==> config.mk <==
export PLATFORM = sky130hd
export DESIGN_NAME = pfrs_ctrl
export DESIGN_NICKNAME = d
export VERILOG_FILES = /design/src/rtl/pfrs_pkg.sv /design/src/rtl/pfrs_ctrl.sv
export SDC_FILE = /design/constraint.sdc
export NUM_CORES = 1
export LEC_CHECK = 0
export ABC_AREA = 1
export BUFFER_PORTS_ARGS = -buffer_cell sky130_fd_sc_hd__clkbuf_2
export CAP_MARGIN = 25
export CORE_AREA = 5 5 103 143
export DETAILED_ROUTE_END_ITERATION = 7
export DIE_AREA = 0 0 108 148
export PLACE_DENSITY = 0.7
export SLEW_MARGIN = 20
export SYNTH_ARGS = -nofsm -noshare
export SYNTH_HDL_FRONTEND = slang
export SYNTH_SLANG_ARGS = --single-unit
export TNS_END_PERCENT = 50
==> constraint.sdc <==
create_clock -name clk -period 3.7 [get_ports clk]
set_input_delay 0.555 -clock clk [delete_from_list [all_inputs] [get_ports clk]]
set_output_delay 0.555 -clock clk [all_outputs]
set_load 0.03 [all_outputs]
==> src/rtl/pfrs_pkg.sv <==
// Package for the stereo polyphase resampler: shared types and fixed widths.
// Used by the controller, datapath and top level; no dependencies.
`default_nettype none
package pfrs_pkg;
	localparam int unsigned SampleW = 16;
	localparam int unsigned CoefW = 18;
	localparam int unsigned PhaseW = 29;
	localparam int unsigned IncW = 28;
	localparam int unsigned UfW = 7;
	localparam int unsigned TapW = 11;
	localparam int unsigned ResultCap = 64;
	localparam int unsigned AccW = 48;

	// register indexes
	localparam logic [1:0] RegUpsample = 2'd0;
	localparam logic [1:0] RegIncrement = 2'd1;
	localparam logic [1:0] RegTapCount = 2'd2;

	// controller to datapath
	typedef struct packed {
		logic clear_acc;
		logic mac_en;
		logic push;
		logic set_tap;
		logic next_tap;
		logic dout_load;
	} dp_cmd_t;

	// datapath to controller
	typedef struct packed {
		logic tap_done;
		logic pipe_empty;
	} dp_sts_t;

	function automatic logic signed [SampleW-1:0] sat16(
		input logic signed [AccW-1:0] acc);
		logic signed [AccW-1:0] r;
		begin
			r = (acc + AccW'(32768)) >>> 16;
			if (r > AccW'(32767))
				sat16 = 16'sd32767;
			else if (r < -AccW'(32768))
				sat16 = -16'sd32768;
			else
				sat16 = r[SampleW-1:0];
		end
	endfunction
endpackage
`default_nettype wire

==> src/rtl/pfrs_ctrl.sv <==
// Controller: registers, phase accumulator, handshakes, sequencing.
// Depends on pfrs_pkg.
`default_nettype none
module pfrs_ctrl #(
	parameter int unsigned MaxPhases = 64
) (
	input  wire logic                        clk,
	input  wire logic                        arst_n,
	input  wire logic                        cfg_we,
	input  wire logic [1:0]                  cfg_index,
	input  wire logic [27:0]                 cfg_data,
	input  wire logic                        in_valid,
	output logic                             in_ready,
	input  wire logic                        in_mode,
	input  wire logic                        out_ready,
	output logic                             out_valid,
	output logic                             out_last,
	output pfrs_pkg::dp_cmd_t                cmd,
	input  wire pfrs_pkg::dp_sts_t           sts,
	output logic                             coef_we,
	output logic [pfrs_pkg::PhaseW-1:0]      phase,
	output logic                             interp,
	output logic [pfrs_pkg::UfW-1:0]         uf,
	output logic [pfrs_pkg::TapW-1:0]        tap_count
);
	typedef enum logic [2:0] {ST_IDLE, ST_CHECK, ST_START, ST_RUN, ST_DRAIN, ST_OUT}
		state_t;
	state_t state_q;
	logic [pfrs_pkg::PhaseW-1:0] phase_q;
	logic [pfrs_pkg::IncW-1:0] inc_q;
	logic [pfrs_pkg::UfW-1:0] uf_q;
	logic [pfrs_pkg::TapW-1:0] taps_q;
	logic [6:0] n_q;
	logic [pfrs_pkg::PhaseW-1:0] limit;
	logic [pfrs_pkg::PhaseW-1:0] phase_nx;
	logic [pfrs_pkg::UfW-1:0] uf_wr;
	logic accept, last_nx;

	assign limit = {uf_q, 16'd0};
	assign phase = phase_q;
	assign interp = inc_q[15:0] != '0;
	assign uf = uf_q;
	assign tap_count = taps_q;
	assign in_ready = (state_q == ST_IDLE);
	assign accept = in_valid && in_ready;
	assign coef_we = accept && !in_mode;
	assign phase_nx = phase_q + pfrs_pkg::PhaseW'(inc_q);
	assign last_nx = !(phase_nx < limit) || (n_q == 7'(pfrs_pkg::ResultCap - 1));
	assign uf_wr = (32'(cfg_data[6:0]) > MaxPhases)
		? pfrs_pkg::UfW'(MaxPhases) : cfg_data[6:0];

	// datapath commands
	always_comb begin
		cmd = '0;
		cmd.push = accept && in_mode;
		cmd.set_tap = (state_q == ST_START);
		cmd.clear_acc = (state_q == ST_START);
		cmd.mac_en = (state_q == ST_RUN) && !sts.tap_done;
		cmd.next_tap = cmd.mac_en;
		cmd.dout_load = (state_q == ST_DRAIN) && sts.pipe_empty;
	end

	// state, registers and phase
	always_ff @(posedge clk or negedge arst_n) begin
		if (!arst_n) begin
			state_q <= ST_IDLE;
			phase_q <= pfrs_pkg::PhaseW'(1) << 16;
			inc_q <= pfrs_pkg::IncW'(65536);
			uf_q <= pfrs_pkg::UfW'(1);
			taps_q <= pfrs_pkg::TapW'(1);
			n_q <= '0;
			out_valid <= 1'b0;
			out_last <= 1'b0;
		end else begin
			if (cfg_we) begin
				unique case (cfg_index)
					pfrs_pkg::RegUpsample: begin
						uf_q <= uf_wr;
						phase_q <= {uf_wr, 16'd0};
					end
					pfrs_pkg::RegIncrement: inc_q <= cfg_data;
					pfrs_pkg::RegTapCount: taps_q <= cfg_data[pfrs_pkg::TapW-1:0];
					default: ;
				endcase
			end
			unique case (state_q)
				ST_IDLE: begin
					if (accept && in_mode) begin
						phase_q <= (phase_q >= limit) ? phase_q - limit : '0;
						n_q <= '0;
						state_q <= ST_CHECK;
					end
				end
				ST_CHECK: state_q <= (phase_q < limit) ? ST_START : ST_IDLE;
				ST_START: state_q <= ST_RUN;
				ST_RUN: if (sts.tap_done) state_q <= ST_DRAIN;
				ST_DRAIN: begin
					if (sts.pipe_empty) begin
						out_valid <= 1'b1;
						out_last <= last_nx;
						state_q <= ST_OUT;
					end
				end
				ST_OUT: begin
					if (out_ready) begin
						out_valid <= 1'b0;
						phase_q <= phase_nx;
						n_q <= n_q + 1'b1;
						state_q <= out_last ? ST_IDLE : ST_START;
					end
				end
				default: state_q <= ST_IDLE;
			endcase
		end
	end
endmodule
`default_nettype wire

==> results of run 1 <==
final cells by class:
cell class,count,area (um^2)
Clock buffer,9,225
Clock inverter,7,73.8
Fill cell,1342,5810
Inverter,146,548
Multi-Input combinational cell,679,3680
Sequential cell,87,2180
Tap cell,182,228
Timing Repair Buffer,100,515
path summary, 6_finish.rpt:
kind | endpoint | slack [ps] | cells after the start
setup / recovery | out_last$_DFFE_PN0P_ | 580 | 17
hold / removal | tap_count[5]$_DFFE_PN0P_ | 250 | 1
setup reg to reg | out_last$_DFFE_PN0P_ | 580 | 17
hold reg to reg | tap_count[7]$_DFFE_PN0P_ | 490 | 2
max in group asynchronous | phase[12]$_DFFE_PN0P_ | 2710 | 2
min in group clk | inc_q[18]$_DFFE_PN0P_ | 430 | 2
routing by layer:
| metal | part of all wire, % | wire length (um) | track usage [%] | up-vias |
|---|---|---|---|---|
| li1 | - | - | - | 3191 |
| met1 | 39 | 7730 | 28.9 | 2925 |
| met2 | 52 | 10200 | 45.9 | 195 |
| met3 | 4.7 | 930 | 4.15 | 53 |
| met4 | 4.6 | 912 | 13.5 | 0 |
| met5 | 0 | 0 | 0 | - |
placed cells by master, fill, tap and decap left out, types with 15 or more instances in the layout:
cell type,n
nand2_1,278
inv_1,138
clkbuf_2,94
dfrtp_1,83
nor2_1,71
nand3_1,53
o21ai_0,52
a21oi_1,43
ha_1,42
mux2_2,17
nand4_1,15
metrics by stage:
step / worst slack (ps) / cells
after floorplan: 842 / 928
after global placement: 618 / 1194
after detailed placement: 591 / 1194
after CTS: 584 / 1210
after global routing: 341 / 1210
final: 583 / 1210
kinds of logic (layout without fill, tap and decap cells):
family	Yosys count	in the layout	synth area share [%]
AND/OR/NAND/NOR	465	465	31.0
flip-flops	87	87	33.6
multiplexers	17	17	2.95
AO/OA/AOI/OAI	131	131	11.0
adder cells (fa/ha/maj)	44	44	8.71
buffers and inverters	162	262	9.77
XOR/XNOR	22	22	2.97
worst max-delay path, stage by stage (launching register included):
cell      delay (ps)
dfrtp_1          410
ha_1             250
fa_1             440
nand3_1          100
nand3_1          180
nand3_1          120
nand3b_1         150
a31oi_1          210
xnor2_1          200
ha_1             320
nand2_1           80
nor2_1            40
a211oi_1         190
nand2_1           90
nand2_1           60
nand3_1           70
nand2_1           60
nand2_1           40
power by group:
part           leakage, uW  switching (uW)  internal [uW]
clock network     0.000147             451            477
logic              0.00282            2270           1160
registers          0.00109             325           1210
sequential cells by signal, indices dropped and copies added, names as in the netlist:
register   count
out_last       1
uf             7
phase         29
state_q        3
inc_q         28
tap_count     11
out_valid      1
n_q            7
==> out/qor.txt, run 1 <==
Crit path DAT: 3370 ps
Total Nets Final: 1105
Total Power: 5900 uW
CP max FO: 4
Drt wl/cell: 16.3 um
CTS tree: built
Grt total ovfl: 0
Final Max Slew Viols: 0
Total track usage: 25.7%
FF-to-FF Start: phase[0]$_DFFE_PN0P_
Slew of the pin with the lowest slew margin: 726 ps
Routability cong.: 0.927
Syn-to-layout area delta: 14.7%
CTS Sinks: 87
TritonRoute pass-1 iters: 8
Synth Instances: 928
Clk_skew: 14.0 ps
Post-DP HPWL: 15800 um
Via density: 5.26
Seq cells post-synth: 87
Routed wire length: 19700 um
Area fraction of the dominant cell type after synthesis: 32.0%
Critical Path Sink Type: register
Initial Util: 49.0%
Leak: 0.00406 uW
Residual DRC: 0
Setup violations, final: 0
Synth area leaders: dfrtp_1, nand2_1, ha_1
Post-synth top cells: nand2_1, inv_1, dfrtp_1, nor2_1, nand3_1
Syn avg cell area: 7.00 um^2
EDFF count, synth: 0
Register area share after synthesis: 33.6%
DR vias: 6364
Vias in the first global route: 6463
Ports: 96
Worst EP required: 3950 ps
Crit Path Class: reg2reg
Post-synth design cell area: 0.00649 mm^2
Fin. Hold Viols: 0
TritonCTS Buffers: 9
Setup_tns: 0 ps
Chip Width: 108 um
Iteration-0 DRC Markers: 331
Hold Crit Class: in2async
Fin crit period: 3120 ps
Core area: 0.0133 mm^2
Fmax: 321 MHz
Status: complete, no violations
Distinct cells, synth: 46
Yosys warning count: 0
Die area: 0.0160 mm^2
Min Hold Slack: 249 ps
P per Cell Area: 792 mW/mm^2
Worst skew pair latency: 360 ps
Max-capacitance violation count: 0
Fin crit share: 84.2%
Synth async-reset ratio: 100%
Worst setup path startpoint: phase[0]$_DFFE_PN0P_
Final core occ: 56.2%
Cell taking the most area after synthesis: dfrtp_1
Clock-pin slew on the worst setup and hold paths: 70 ps
First-pass GRT wire length: 32000 um
Antenna Nets Post-Route: 0
Worst vdd ir: 440 uV
Final Instance Area: 0.00745 mm^2
Unrepaired setup endpoints after global routing: no
Hold_buf cts: 0
Chip Height: 148 um
Number of buffers added on ports: 95
H-Tree Depth: 3
Rows: 50
Fraction of layout cells with a size suffix above 1: 16.1%
Slew HR: 51.6%
Post-CTS setup repair buffer count: 0
Antenna violations before repair: 0
Diode count: 0
Clock root cell: clkbuf_16
Max clock buf depth: 2
Most frequent cell after synthesis: nand2_1
Post-cts gate resize count: 0
Crit start category: register
Placed inst area: 0.00715 mm^2
Syn_nets: 1010
Predominant post-synthesis flop cell: dfrtp_1
Largest net degree at the start of global routing: 58
No activity file was read; power rests on OpenSTA's default activity.
==> run 2: changes to the inputs <==
--- a/config.mk
+++ b/config.mk
@@ -11,7 +11,7 @@
 export CORE_AREA = 5 5 103 143
 export DETAILED_ROUTE_END_ITERATION = 7
 export DIE_AREA = 0 0 108 148
-export PLACE_DENSITY = 0.7
+export PLACE_DENSITY = 0.73
 export SLEW_MARGIN = 20
 export SYNTH_ARGS = -nofsm -noshare
 export SYNTH_HDL_FRONTEND = slang
==> constraint.sdc (replaced) <==
create_clock -name clk -period 2.5 [get_ports clk]
set_input_delay 0.375 -clock clk [delete_from_list [all_inputs] [get_ports clk]]
set_output_delay 0.375 -clock clk [all_outputs]
set_load 0.03 [all_outputs]
==> run 2 against run 1 <==
Net effect:
- the flow now finishes with violations (negative setup slack)
- non-clock buffer count grew 117
- clock power grew 47%
- routed wire length grew 8.4%
- die area is the same
- cell count grew 9.7%
- sequential share of layout area shrank 3.7 points
- via count grew 8.0%
- total power grew 69%
- core utilization grew 8.4 points
- flip-flop and latch count is the same
- critical path type unchanged
==> out/qor.txt, run 2 (synthesis gave the netlist of run 1 again) <==
Status: finished, violations left
Failing checks: negative setup slack
Max-capacitance violation count: 0 (unchanged)
Setup_tns: -259 ps (-259 ps)
Slew of the pin with the lowest slew margin: 669 ps (-57.4 ps)
Max reg flops: 29 (unchanged)
Met1 Track Usage GR: 29.6% (+0.72 points)
Slew HR: 55.0% (+3.4 points)
Commonest non-fill, non-tap cell in the layout: nand2_1
Crit start category: register
Fmax: 362 MHz (+13%)
TritonCTS Buffers: 9 (unchanged)
Antenna Nets Post-Route: 0 (unchanged)
DR vias: 6871 (+8.0%)
Largest net degree at the start of global routing: 48 (-17%)
R2R depth: 16 (-1)
H-Tree Depth: 3 (unchanged)
Vias in the first global route: 6792 (+5.1%)
Total Nets Final: 1222 (+11%)
Chip Height: 148 um (unchanged)
Final Max Slew Viols: 0 (unchanged)
Post-DP HPWL: 17400 um (+10%)
Fin crit share: 110% (+26 points)
Setup violations, final: 1 (+1)
Fin crit period: 2760 ps (-358 ps)
Worst vdd ir: 794 uV (+80%)
Met2 Use GR: 49.1% (+3.3 points)
FF-to-FF Start: phase[0]$_DFFE_PN0P_
Leak: 0.00467 uW (+15%)
Routed wire length: 21400 um (+8.4%)
Placed insts: 1307 (+9.5%)
Final worst setup slack: -259 ps (-842 ps)
Die area: 0.0160 mm^2 (unchanged)
Core area: 0.0133 mm^2 (unchanged)
Unrepaired setup endpoints after global routing: yes
Rows: 50 (unchanged)
Worst skew pair latency: 370 ps (about the same)
Fraction of layout cells with a size suffix above 1: 27.7% (+12 points)
Crit path DAT: 3020 ps (-350 ps)
Total Power: 9940 uW (+69%)
Chip Width: 108 um (unchanged)
Number of buffers added on ports: 95 (unchanged)
P per Cell Area: 1160 mW/mm^2 (+47%)
Initial Util: 49.0% (unchanged)
Clock root cell: clkbuf_16
TritonRoute pass-1 iters: 7 (-1)
Leading cell types in the layout, fill and taps excluded: nand2_1, inv_1, buf_4
CTS Sinks: 87 (unchanged)
CTS tree: built
Grt total ovfl: 0 (unchanged)
Max clock buf depth: 2 (unchanged)
Iteration-0 DRC Markers: 391 (+18%)
Ports: 96 (unchanged)
R2R Setup Slk: -260 ps (-840 ps)
Via density: 5.18 (-1.6%)
Total track usage: 27.4% (+1.8 points)
Diode count: 0 (unchanged)
Clk_skew: 11.0 ps (-2.95 ps)
Worst EP required: 2760 ps (-1190 ps)
Grt peak-use layer: met2
Antenna violations before repair: 0 (unchanged)
RR Endpoint: out_last$_DFFE_PN0P_
Residual DRC: 0 (unchanged)
Met3 Use GR: 3.49% (-0.66 points)
Crit Path Class: reg2reg
Place WS: -378 ps (-969 ps)
Critical Path Sink Type: register
Worst setup path startpoint: phase[0]$_DFFE_PN0P_
Fin. Hold Viols: 0 (unchanged)
Syn-to-layout area delta: 32.0%
Finished Layout Cells: 1327 (+9.7%)
Drt wl/cell: 16.1 um (-1.1%)
First-pass GRT wire length: 33800 um (+5.7%)
Hold_buf cts: 0 (unchanged)
CP max FO: 3 (-1)
Routability cong.: 0.978 (+5.6%)
Clock-pin slew on the worst setup and hold paths: 70 ps (about the same)
Worst Setup EP: out_last$_DFFE_PN0P_
Hold Crit Class: in2async
## run 2: layout make-up
| cell class | instances | area, um^2 |
|---|---|---|
| well taps | 182 | 228 |
| repair buffers | 217 | 1410 |
| multi-input cells | 679 | 3900 |
| clock inverters | 7 | 72.6 |
| fillers | 1263 | 4690 |
| flip-flops and latches | 87 | 2190 |
| inverters | 146 | 548 |
| clock buffers | 9 | 225 |
## run 2: how the worst min path moves through the flow
stage	endpoint	cells after the start
after floorplan	inc_q[0]$_DFFE_PN0P_	0
after detailed placement	tap_count[5]$_DFFE_PN0P_	1
after CTS	tap_count[5]$_DFFE_PN0P_	1
final	tap_count[5]$_DFFE_PN0P_	1
after global routing	tap_count[5]$_DFFE_PN0P_	1
after global placement	tap_count[5]$_DFFE_PN0P_	1
## run 2: through the flow
stage | util, % | instance area (um^2) | hold slack [ps]
2_1_floorplan | - | 6550 | 79.4
3_3_place_gp | 60.8 | 8060 | 434
3_5_place_dp | 60.8 | 8060 | 432
4_1_cts | 64.0 | 8490 | 46.4
5_1_grt | 64.6 | 8570 | 75.7
6_report | 64.6 | 8570 | 12.1
## run 2: what timing repair did
action | CTS | global route
setup buffers | 3 | 1
gates cloned | 0 | 0
setup endpoints to repair | 2 | 25
pin swaps | 9 | 3
gates resized for setup | 13 | 14
## run 2: routing by layer
layer	vias to the layer above	share of wire (%)
met5	-	0
li1	3423	-
met1	3135	36
met3	77	4.7
met4	0	6.7
met2	236	52
## run 2: where the power goes
| part | switching [uW] | internal (uW) |
|---|---|---|
| Sequential | 371 | 1800 |
| Combinational | 3790 | 2610 |
| Clock | 662 | 707 |
| Total | 4830 | 5110 |
## run 2: worst max-delay path, cell delays in order (launching register included)
cell and delay, ps:
dfrtp_2 430, ha_4 170, fa_2 390, nand3_1 110
nand3_2 90, nand3_1 100, nand3_2 90, xor2_1 290
ha_1 310, a21oi_1 150, nor2_1 80, a211oi_2 130
nand2_1 80, nand2_1 50, nand3_1 60, nand2_1 60
nand2_1 50
